$ cat src/rtl/core/lrsp_pkg.sv
// ----------------------------------------------------------------------------
// Least-recently-seen target picker package
// Shared types and constants for the picker, its history chain and its cells.
// ----------------------------------------------------------------------------
package lrsp_pkg;

  localparam int unsigned IdW   = 32;
  localparam int unsigned TimeW = 32;
  localparam int unsigned IdxW  = 6;

  localparam logic [IdxW-1:0]  IdxMax        = 6'd63;
  localparam logic [TimeW-1:0] ThreshResetMs = 32'd10000;

  typedef enum logic {
    CMD_ITEM = 1'b0,
    CMD_END  = 1'b1
  } lrsp_cmd_e;

  typedef struct packed {
    lrsp_cmd_e          command;
    logic [IdW-1:0]     entity_id;
    logic [TimeW-1:0]   now_ms;
  } lrsp_req_t;

  typedef struct packed {
    logic               target_found;
    logic [IdW-1:0]     target_id;
    logic [IdxW-1:0]    target_index;
  } lrsp_rsp_t;

  typedef struct packed {
    logic               push;
    logic [IdW-1:0]     id;
    logic [TimeW-1:0]   time_ms;
  } lrsp_push_t;

  typedef struct packed {
    logic               hit;
    logic [TimeW-1:0]   time_ms;
  } lrsp_hit_t;

endpackage

$ cat src/rtl/core/lrsp_cell.sv
// ----------------------------------------------------------------------------
// History cell
// Holds one history entry, shifts in its neighbor's entry on a push and
// extends the newest-first match chain with its own comparison.
// ----------------------------------------------------------------------------
module lrsp_cell (
  input  logic                      clk_i,
  input  logic                      push_i,
  input  logic                      valid_i,
  input  logic [lrsp_pkg::IdW-1:0]  key_i,
  input  logic [lrsp_pkg::IdW-1:0]  prev_id_i,
  input  logic [lrsp_pkg::TimeW-1:0] prev_time_i,
  input  lrsp_pkg::lrsp_hit_t       hit_i,
  output logic [lrsp_pkg::IdW-1:0]  id_o,
  output logic [lrsp_pkg::TimeW-1:0] time_o,
  output lrsp_pkg::lrsp_hit_t       hit_o
);
  import lrsp_pkg::*;

  logic [IdW-1:0]   id_q;
  logic [TimeW-1:0] time_q;
  logic             match;

  always_ff @(posedge clk_i) begin
    if (push_i) begin
      id_q   <= prev_id_i;
      time_q <= prev_time_i;
    end
  end

  assign match         = valid_i && (id_q == key_i);
  assign hit_o.hit     = hit_i.hit || match;
  assign hit_o.time_ms = hit_i.hit ? hit_i.time_ms : time_q;
  assign id_o          = id_q;
  assign time_o        = time_q;

endmodule

$ cat src/rtl/core/lrsp_chain.sv
// ----------------------------------------------------------------------------
// History chain
// A row of history cells, newest first, with the fill count that marks
// which cells hold entries.
// ----------------------------------------------------------------------------
module lrsp_chain #(
  parameter int unsigned HISTORY_DEPTH = 10
) (
  input  logic                      clk_i,
  input  logic                      rst_ni,
  input  lrsp_pkg::lrsp_push_t      push_i,
  input  logic [lrsp_pkg::IdW-1:0]  key_i,
  output lrsp_pkg::lrsp_hit_t       hit_o
);
  import lrsp_pkg::*;

  localparam int unsigned CntW = $clog2(HISTORY_DEPTH + 1);

  logic [CntW-1:0]  count_q, count_d;
  logic [IdW-1:0]   ids   [HISTORY_DEPTH+1];
  logic [TimeW-1:0] times [HISTORY_DEPTH+1];
  lrsp_hit_t        hits  [HISTORY_DEPTH+1];

  assign ids[0]           = push_i.id;
  assign times[0]         = push_i.time_ms;
  assign hits[0].hit      = 1'b0;
  assign hits[0].time_ms  = '0;

  for (genvar g = 0; g < HISTORY_DEPTH; g++) begin : g_cell
    lrsp_cell u_cell (
      .clk_i       (clk_i),
      .push_i      (push_i.push),
      .valid_i     (count_q > CntW'(g)),
      .key_i       (key_i),
      .prev_id_i   (ids[g]),
      .prev_time_i (times[g]),
      .hit_i       (hits[g]),
      .id_o        (ids[g+1]),
      .time_o      (times[g+1]),
      .hit_o       (hits[g+1])
    );
  end

  assign hit_o = hits[HISTORY_DEPTH];

  always_comb begin
    count_d = count_q;
    if (push_i.push && (count_q < CntW'(HISTORY_DEPTH))) begin
      count_d = count_q + CntW'(1);
    end
  end

  always_ff @(posedge clk_i or negedge rst_ni) begin
    if (!rst_ni) begin
      count_q <= '0;
    end else begin
      count_q <= count_d;
    end
  end

  assert property (@(posedge clk_i) disable iff (!rst_ni)
    count_q <= CntW'(HISTORY_DEPTH))
    else $error("History count exceeds the depth.");

  assert property (@(posedge clk_i) disable iff (!rst_ni)
    push_i.push && (count_q < CntW'(HISTORY_DEPTH)) |=> count_q == $past(count_q) + CntW'(1))
    else $error("History count did not grow on a push.");

endmodule

$ cat src/rtl/core/least_recently_seen_target_picker_unit.sv
// ----------------------------------------------------------------------------
// Least-recently-seen target picker
// Scans a priority-ordered candidate list and picks the first id absent from
// the pick history, or else the oldest-seen candidate older than a threshold.
// ----------------------------------------------------------------------------
//  channel | direction | handshake                   | payload
//  req     | in        | req_valid_i / req_stall_o   | req_i (lrsp_req_t)
//  rsp     | out       | rsp_valid_o / rsp_stall_i   | rsp_o (lrsp_rsp_t)
//  cfg     | in        | cfg_we_i                    | cfg_wdata_i (threshold)
//
// All history cells compare against a request combinationally, as it is accepted.
// A result is held in an output register, and the next request is taken
// while it waits unless that register is stalled.
// The reset is asynchronous and clears the history count and list state.
// ----------------------------------------------------------------------------
module least_recently_seen_target_picker_unit #(
  parameter int unsigned HISTORY_DEPTH = 10,
  parameter int unsigned MAX_LIST      = 64
) (
  input  logic                        clk_i,
  input  logic                        rst_ni,
  input  logic                        req_valid_i,
  output logic                        req_stall_o,
  input  lrsp_pkg::lrsp_req_t         req_i,
  output logic                        rsp_valid_o,
  input  logic                        rsp_stall_i,
  output lrsp_pkg::lrsp_rsp_t         rsp_o,
  input  logic                        cfg_we_i,
  input  logic [lrsp_pkg::TimeW-1:0]  cfg_wdata_i
);
  import lrsp_pkg::*;

  localparam int unsigned CntW = $clog2(MAX_LIST + 1);

  logic [TimeW-1:0] thresh_q;
  logic             active_q, active_d;
  logic             decided_q, decided_d;
  logic [TimeW-1:0] list_now_q, list_now_d;
  logic [TimeW-1:0] best_time_q, best_time_d;
  logic [IdW-1:0]   best_id_q, best_id_d;
  logic [IdxW-1:0]  best_idx_q, best_idx_d;
  logic [IdxW-1:0]  pos_q, pos_d;
  logic [CntW-1:0]  cnt_q, cnt_d;
  logic             rsp_valid_q;
  lrsp_rsp_t        rsp_q;

  logic             accept;
  logic             res_valid;
  lrsp_rsp_t        res;
  lrsp_push_t       push;
  lrsp_hit_t        hit;

  logic             e_decided;
  logic [TimeW-1:0] e_now, e_best_time;
  logic [IdxW-1:0]  e_pos;
  logic [CntW-1:0]  e_cnt;

  assign req_stall_o = rsp_valid_q && rsp_stall_i;
  assign accept      = req_valid_i && !req_stall_o;

  lrsp_chain #(
    .HISTORY_DEPTH (HISTORY_DEPTH)
  ) u_chain (
    .clk_i  (clk_i),
    .rst_ni (rst_ni),
    .push_i (push),
    .key_i  (req_i.entity_id),
    .hit_o  (hit)
  );

  always_comb begin
    e_decided   = active_q ? decided_q : 1'b0;
    e_now       = active_q ? list_now_q : req_i.now_ms;
    e_best_time = active_q ? best_time_q : req_i.now_ms;
    e_pos       = active_q ? pos_q : '0;
    e_cnt       = active_q ? cnt_q : '0;

    active_d    = active_q;
    decided_d   = decided_q;
    list_now_d  = list_now_q;
    best_time_d = best_time_q;
    best_id_d   = best_id_q;
    best_idx_d  = best_idx_q;
    pos_d       = pos_q;
    cnt_d       = cnt_q;
    res_valid   = 1'b0;
    res         = '0;
    push        = '0;

    if (accept) begin
      case (req_i.command)
        CMD_END: begin
          if (!active_q) begin
            res_valid = 1'b1;
          end else begin
            if (!decided_q) begin
              res_valid = 1'b1;
              if ((list_now_q - best_time_q) > thresh_q) begin
                res.target_found = 1'b1;
                res.target_id    = best_id_q;
                res.target_index = best_idx_q;
                push.push        = 1'b1;
                push.id          = best_id_q;
                push.time_ms     = list_now_q;
              end
            end
            active_d  = 1'b0;
            decided_d = 1'b0;
            pos_d     = '0;
            cnt_d     = '0;
          end
        end
        CMD_ITEM: begin
          active_d = 1'b1;
          if (!active_q) begin
            list_now_d  = req_i.now_ms;
            decided_d   = 1'b0;
            best_time_d = req_i.now_ms;
            best_id_d   = '0;
            best_idx_d  = '0;
            pos_d       = '0;
            cnt_d       = '0;
          end
          if (!e_decided && (e_cnt < CntW'(MAX_LIST))) begin
            cnt_d = e_cnt + CntW'(1);
            pos_d = (e_pos < IdxMax) ? e_pos + IdxW'(1) : e_pos;
            if (!hit.hit) begin
              decided_d        = 1'b1;
              res_valid        = 1'b1;
              res.target_found = 1'b1;
              res.target_id    = req_i.entity_id;
              res.target_index = e_pos;
              push.push        = 1'b1;
              push.id          = req_i.entity_id;
              push.time_ms     = e_now;
            end else if ((e_now - hit.time_ms) > (e_now - e_best_time)) begin
              best_time_d = hit.time_ms;
              best_id_d   = req_i.entity_id;
              best_idx_d  = e_pos;
            end
          end
        end
        default: begin
          res_valid = 1'b0;
        end
      endcase
    end
  end

  always_ff @(posedge clk_i or negedge rst_ni) begin
    if (!rst_ni) begin
      thresh_q    <= ThreshResetMs;
      active_q    <= 1'b0;
      decided_q   <= 1'b0;
      list_now_q  <= '0;
      best_time_q <= '0;
      best_id_q   <= '0;
      best_idx_q  <= '0;
      pos_q       <= '0;
      cnt_q       <= '0;
      rsp_valid_q <= 1'b0;
    end else begin
      if (cfg_we_i) begin
        thresh_q <= cfg_wdata_i;
      end
      active_q    <= active_d;
      decided_q   <= decided_d;
      list_now_q  <= list_now_d;
      best_time_q <= best_time_d;
      best_id_q   <= best_id_d;
      best_idx_q  <= best_idx_d;
      pos_q       <= pos_d;
      cnt_q       <= cnt_d;
      if (res_valid) begin
        rsp_valid_q <= 1'b1;
      end else if (!rsp_stall_i) begin
        rsp_valid_q <= 1'b0;
      end
    end
  end

  always_ff @(posedge clk_i) begin
    if (res_valid) begin
      rsp_q <= res;
    end
  end

  assign rsp_valid_o = rsp_valid_q;
  assign rsp_o       = rsp_q;

  assert property (@(posedge clk_i) disable iff (!rst_ni)
    decided_q |-> active_q)
    else $error("Early pick is marked with no open list.");

  assert property (@(posedge clk_i) disable iff (!rst_ni)
    rsp_valid_o && !rsp_o.target_found |-> rsp_o.target_id == '0 && rsp_o.target_index == '0)
    else $error("An empty result carries a target.");

  assert property (@(posedge clk_i) disable iff (!rst_ni)
    active_q && decided_q && accept && req_i.command == CMD_ITEM |-> !res_valid && !push.push)
    else $error("A request after an early pick produced a result.");

  assert property (@(posedge clk_i) disable iff (!rst_ni)
    push.push |-> res_valid && res.target_found)
    else $error("History push without a found target.");

endmodule
$ cat config.mk
export PLATFORM = sky130hd
export DESIGN_NAME = least_recently_seen_target_picker_unit
export DESIGN_NICKNAME = d
export VERILOG_FILES = /design/src/rtl/core/lrsp_pkg.sv /design/src/rtl/core/lrsp_cell.sv /design/src/rtl/core/lrsp_chain.sv /design/src/rtl/core/least_recently_seen_target_picker_unit.sv
export SDC_FILE = /design/constraint.sdc
export NUM_CORES = 2
export LEC_CHECK = 0
export BUFFER_PORTS_ARGS = -buffer_cell sky130_fd_sc_hd__buf_4
export CORE_AREA = 2 2 292 294
export CTS_BUF_LIST = sky130_fd_sc_hd__clkbuf_2
export CTS_CLUSTER_SIZE = 24
export DETAILED_ROUTE_END_ITERATION = 10
export DIE_AREA = 0 0 294 296
export PLACE_DENSITY_LB_ADDON = 0.15
export SKIP_LAST_GASP = 1
export SYNTH_ARGS = -nofsm -noshare
export SYNTH_HDL_FRONTEND = slang
export SYNTH_SLANG_ARGS = --single-unit
$ cat constraint.sdc
create_clock -name clk_i -period 22.3 [get_ports clk_i]
set_input_delay 3.345 -clock clk_i [delete_from_list [all_inputs] [get_ports clk_i]]
set_output_delay 3.345 -clock clk_i [all_outputs]
set_load 0.05 [all_outputs]
==> results.py <==
metrics = {
    "drt": {
        "wl_per_cell_microns": 26.6,
        "dr.first_iter.drc_count": 4096,
        "drtAntennaViolNets": 0,
        "drc": 0,
        "first_pass_iters": 8,
        "drt-total-wl_microns": 133000,
        "num_vias": 30456,
        "avgViaCountPerCell": 6.08,
    },
    "sta": {
        "hold_violations": 0,
        "fin_crit_sh_pct": 57.9,
        "tightest_slew_ns": 1.15,
        "drv_slew": 0,
        "maxSlewHeadroom_pct": 23.3,
        "period_needed_ns": 12.92,
        "rsz0062_at_grt": "no",
        "setup_viol_count_final": 0,
        "skew_ns": 0.104,
        "max_freq_mhz": 77.4,
        "tns_ns": 0,
    },
    "yosys": {
        "syn-num-nets": 3777,
        "yosysWarnings": 0,
        "synth_area_sq_um": 41600,
        "async_reset_ff_share_pct": 18.5,
        "synth_edf_count": 679,
        "synth.largest_area_cell": "edfxtp_1",
        "synth_ff_type": "edfxtp_1",
        "synth.top_cell.area_share_pct": 49.0,
        "synth_area_per_cell_sq_um": 11.8,
        "yosys_register_bits": 833,
        "synth.area.top_cells": "edfxtp_1, dfrtp_1, ha_1",
        "synth-seq-area-share_pct": 58.3,
        "ys_top_cells_by_count": "edfxtp_1, nand2_1, nor2_1",
        "synth.distinct_cells": 93,
        "synth_cells": 3510,
        "synth.most_common_cell": "edfxtp_1",
    },
    "critical_path": {
        "cp_max_fo": 60,
        "crit_family": "simple AND/OR/NAND/NOR gates",
        "crit_buf_inv": 3,
        "critPathRequiredTime_ns": 23.70,
        "arrival_ns": 14.31,
        "crit_type": "input pin to flop",
        "startpoint_type": "input pin",
        "worstSetupEndpointType": "flop",
        "slowest_stage": "or3_1",
        "r2r_slack_ns": 10.86,
        "crit_path_max_incr_delay_ns": 0.89,
    },
    "clock_tree": {
        "ctsHtreeMaxLevel": 4,
        "cts_num_sinks": 833,
        "root_buffer": "clkbuf_2",
        "post_cts_buffers": 0,
        "cts_resized": 0,
        "holdBufCountCts": 0,
        "insertion_delay_ns": 1.52,
        "numCtsBuffers": 216,
        "cts_tree": "done",
        "clock_path_buffers": 3,
        "cts.clk_slew.worst_paths_ns": 0.12,
    },
    "global_route": {
        "grt_max_degree": 139,
        "antenna_found_initial": 4,
        "grt-ovfl-total": 0,
        "grt_pass1_wl_microns": 194000,
        "grt_use_total_pct": 30.5,
        "grt_pass1_vias": 28968,
    },
    "finish": {
        "stdcell_area_sq_um": 45600,
        "fillers": 7355,
        "final_nets": 4004,
        "fin_util_pct": 54.2,
        "drive_gt1_share_pct": 14.8,
        "synthToLayoutAreaGrowth_pct": 9.75,
        "layout.cells.non_filler": 5012,
    },
    "hold_path": {
        "min_path_type": "flop to flop",
    },
    "floorplan": {
        "start_util_pct": 49.4,
        "core_area_sq_um": 84200,
        "die_w_microns": 294,
        "die_h_microns": 296,
        "io-pin-count": 143,
        "die-area_sq_um": 87000,
        "rows": 107,
    },
    "power_and_ir_drop": {
        "irDropWorstVdd_v": 0.0000664,
        "cellLeakagePower_nw": 17.7,
        "power_per_cell_area_nw_per_um2": 102,
    },
    "run_status": {
        "status": "completed",
    },
    "place": {
        "postPlaceCellArea_sq_um": 43600,
        "port_buffers": 142,
        "dp_hpwl_microns": 95700,
        "gp_congestion": 0.941,
        "dpl.cell_count": 4609,
    },
    "run": {
        "drv_cap": 0,
    },
}
-- state kept, by name, summed over array words and instances (netlist names), 7 cells and up --
register / flops
best_id_q: 32
rsp_o: 39
u_chain.g_cell.u_cell.id_o: 320
u_chain.g_cell.u_cell.time_o: 320
cnt_q: 7
list_now_q: 32
thresh_q: 32
best_time_q: 32
-- where the power goes --
part           total, mW  internal, mW  switching (mW)
logic               1.51         0.558           0.949
clock network       1.10         0.432           0.665
registers           2.05          1.90           0.149
-- final cells by class --
type | instances | area, sq um | share of cell area, %
Sequential cell | 833 | 24300 | 53.2
Multi-Input combinational cell | 2394 | 16200 | 35.5
Clock buffer | 329 | 1650 | 3.61
Tap cell | 1090 | 1360 | 2.99
Timing Repair Buffer | 180 | 1360 | 2.97
Inverter | 112 | 428 | 0.938
Clock inverter | 68 | 375 | 0.823
Antenna cell | 6 | 15.0 | 0.0329
-- per-layer routing --
| layer | up-vias | wire length, microns | global-route usage, % |
|---|---|---|---|
| li1 | 13527 | - | - |
| met1 | 15132 | 63600 | 49.9 |
| met2 | 1653 | 53000 | 40.3 |
| met3 | 142 | 14900 | 7.43 |
| met4 | 2 | 1670 | 6.25 |
| met5 | - | 13 | 0 |
-- layout by cell type, fill, tap and decap left out, types with 14 or more instances in the layout --
cell type / count
xnor2_1: 223
o211ai_1: 41
nor2_1: 257
a21boi_0: 28
nor2b_1: 29
inv_1: 111
nand2b_1: 37
a21o_1: 70
ha_1: 162
a22o_1: 44
o21ai_0: 166
a21oi_1: 159
buf_4: 179
nand3_1: 74
o31ai_1: 31
o21a_1: 14
nor4_1: 46
o21ai_1: 37
dfrtp_1: 148
o21bai_1: 15
xor2_1: 179
a31oi_1: 36
a22oi_1: 97
clkbuf_2: 329
edfxtp_1: 679
nand2_1: 312
nand4_1: 70
nor3_1: 32
clkinv_1: 51
mux2i_1: 62
-- cells by family (layout without fill, tap and decap cells) --
| group | Yosys count | after routing | synth area share [%] |
|---|---|---|---|
| other cells | 0 | 6 | 0 |
| simple gates | 939 | 939 | 10.6 |
| xor+xnor | 402 | 402 | 8.47 |
| flops | 833 | 833 | 58.3 |
| compound gates | 818 | 818 | 12.9 |
| mux | 70 | 70 | 1.71 |
| buf+inv | 283 | 689 | 2.92 |
| fa+ha+maj | 165 | 165 | 5.02 |
-- metrics by stage --
step	power, mW	setup slack (ns)	hold WS, ns
after detailed placement	3.55	8.07	0.429
after global routing	4.93	9.08	0.410
after CTS	4.66	9.77	0.409
after global placement	3.52	7.99	0.428
final	4.65	9.38	0.406
after floorplan	3.15	3.49	0.417
-- final timing paths --
check	start	endpoint	cells after the start
min in group asynchronous	rst_ni	list_now_q[20]$_DFFE_PN0P_	1
worst max-delay path	req_i[37]	best_time_q[7]$_DFFE_PN0P_	33
worst max register to register	u_chain.count_q[0]$_DFFE_PN0P_	best_time_q[7]$_DFFE_PN0P_	33
max in group asynchronous	rst_ni	active_q$_DFFE_PN0P_	3
worst min-delay path	u_chain.g_cell[3].u_cell.time_o[27]$_DFFE_PP_	u_chain.g_cell[4].u_cell.time_o[27]$_DFFE_PP_	0
worst min register to register	u_chain.g_cell[3].u_cell.time_o[27]$_DFFE_PP_	u_chain.g_cell[4].u_cell.time_o[27]$_DFFE_PP_	0
No activity file was read; power rests on OpenSTA's default activity.
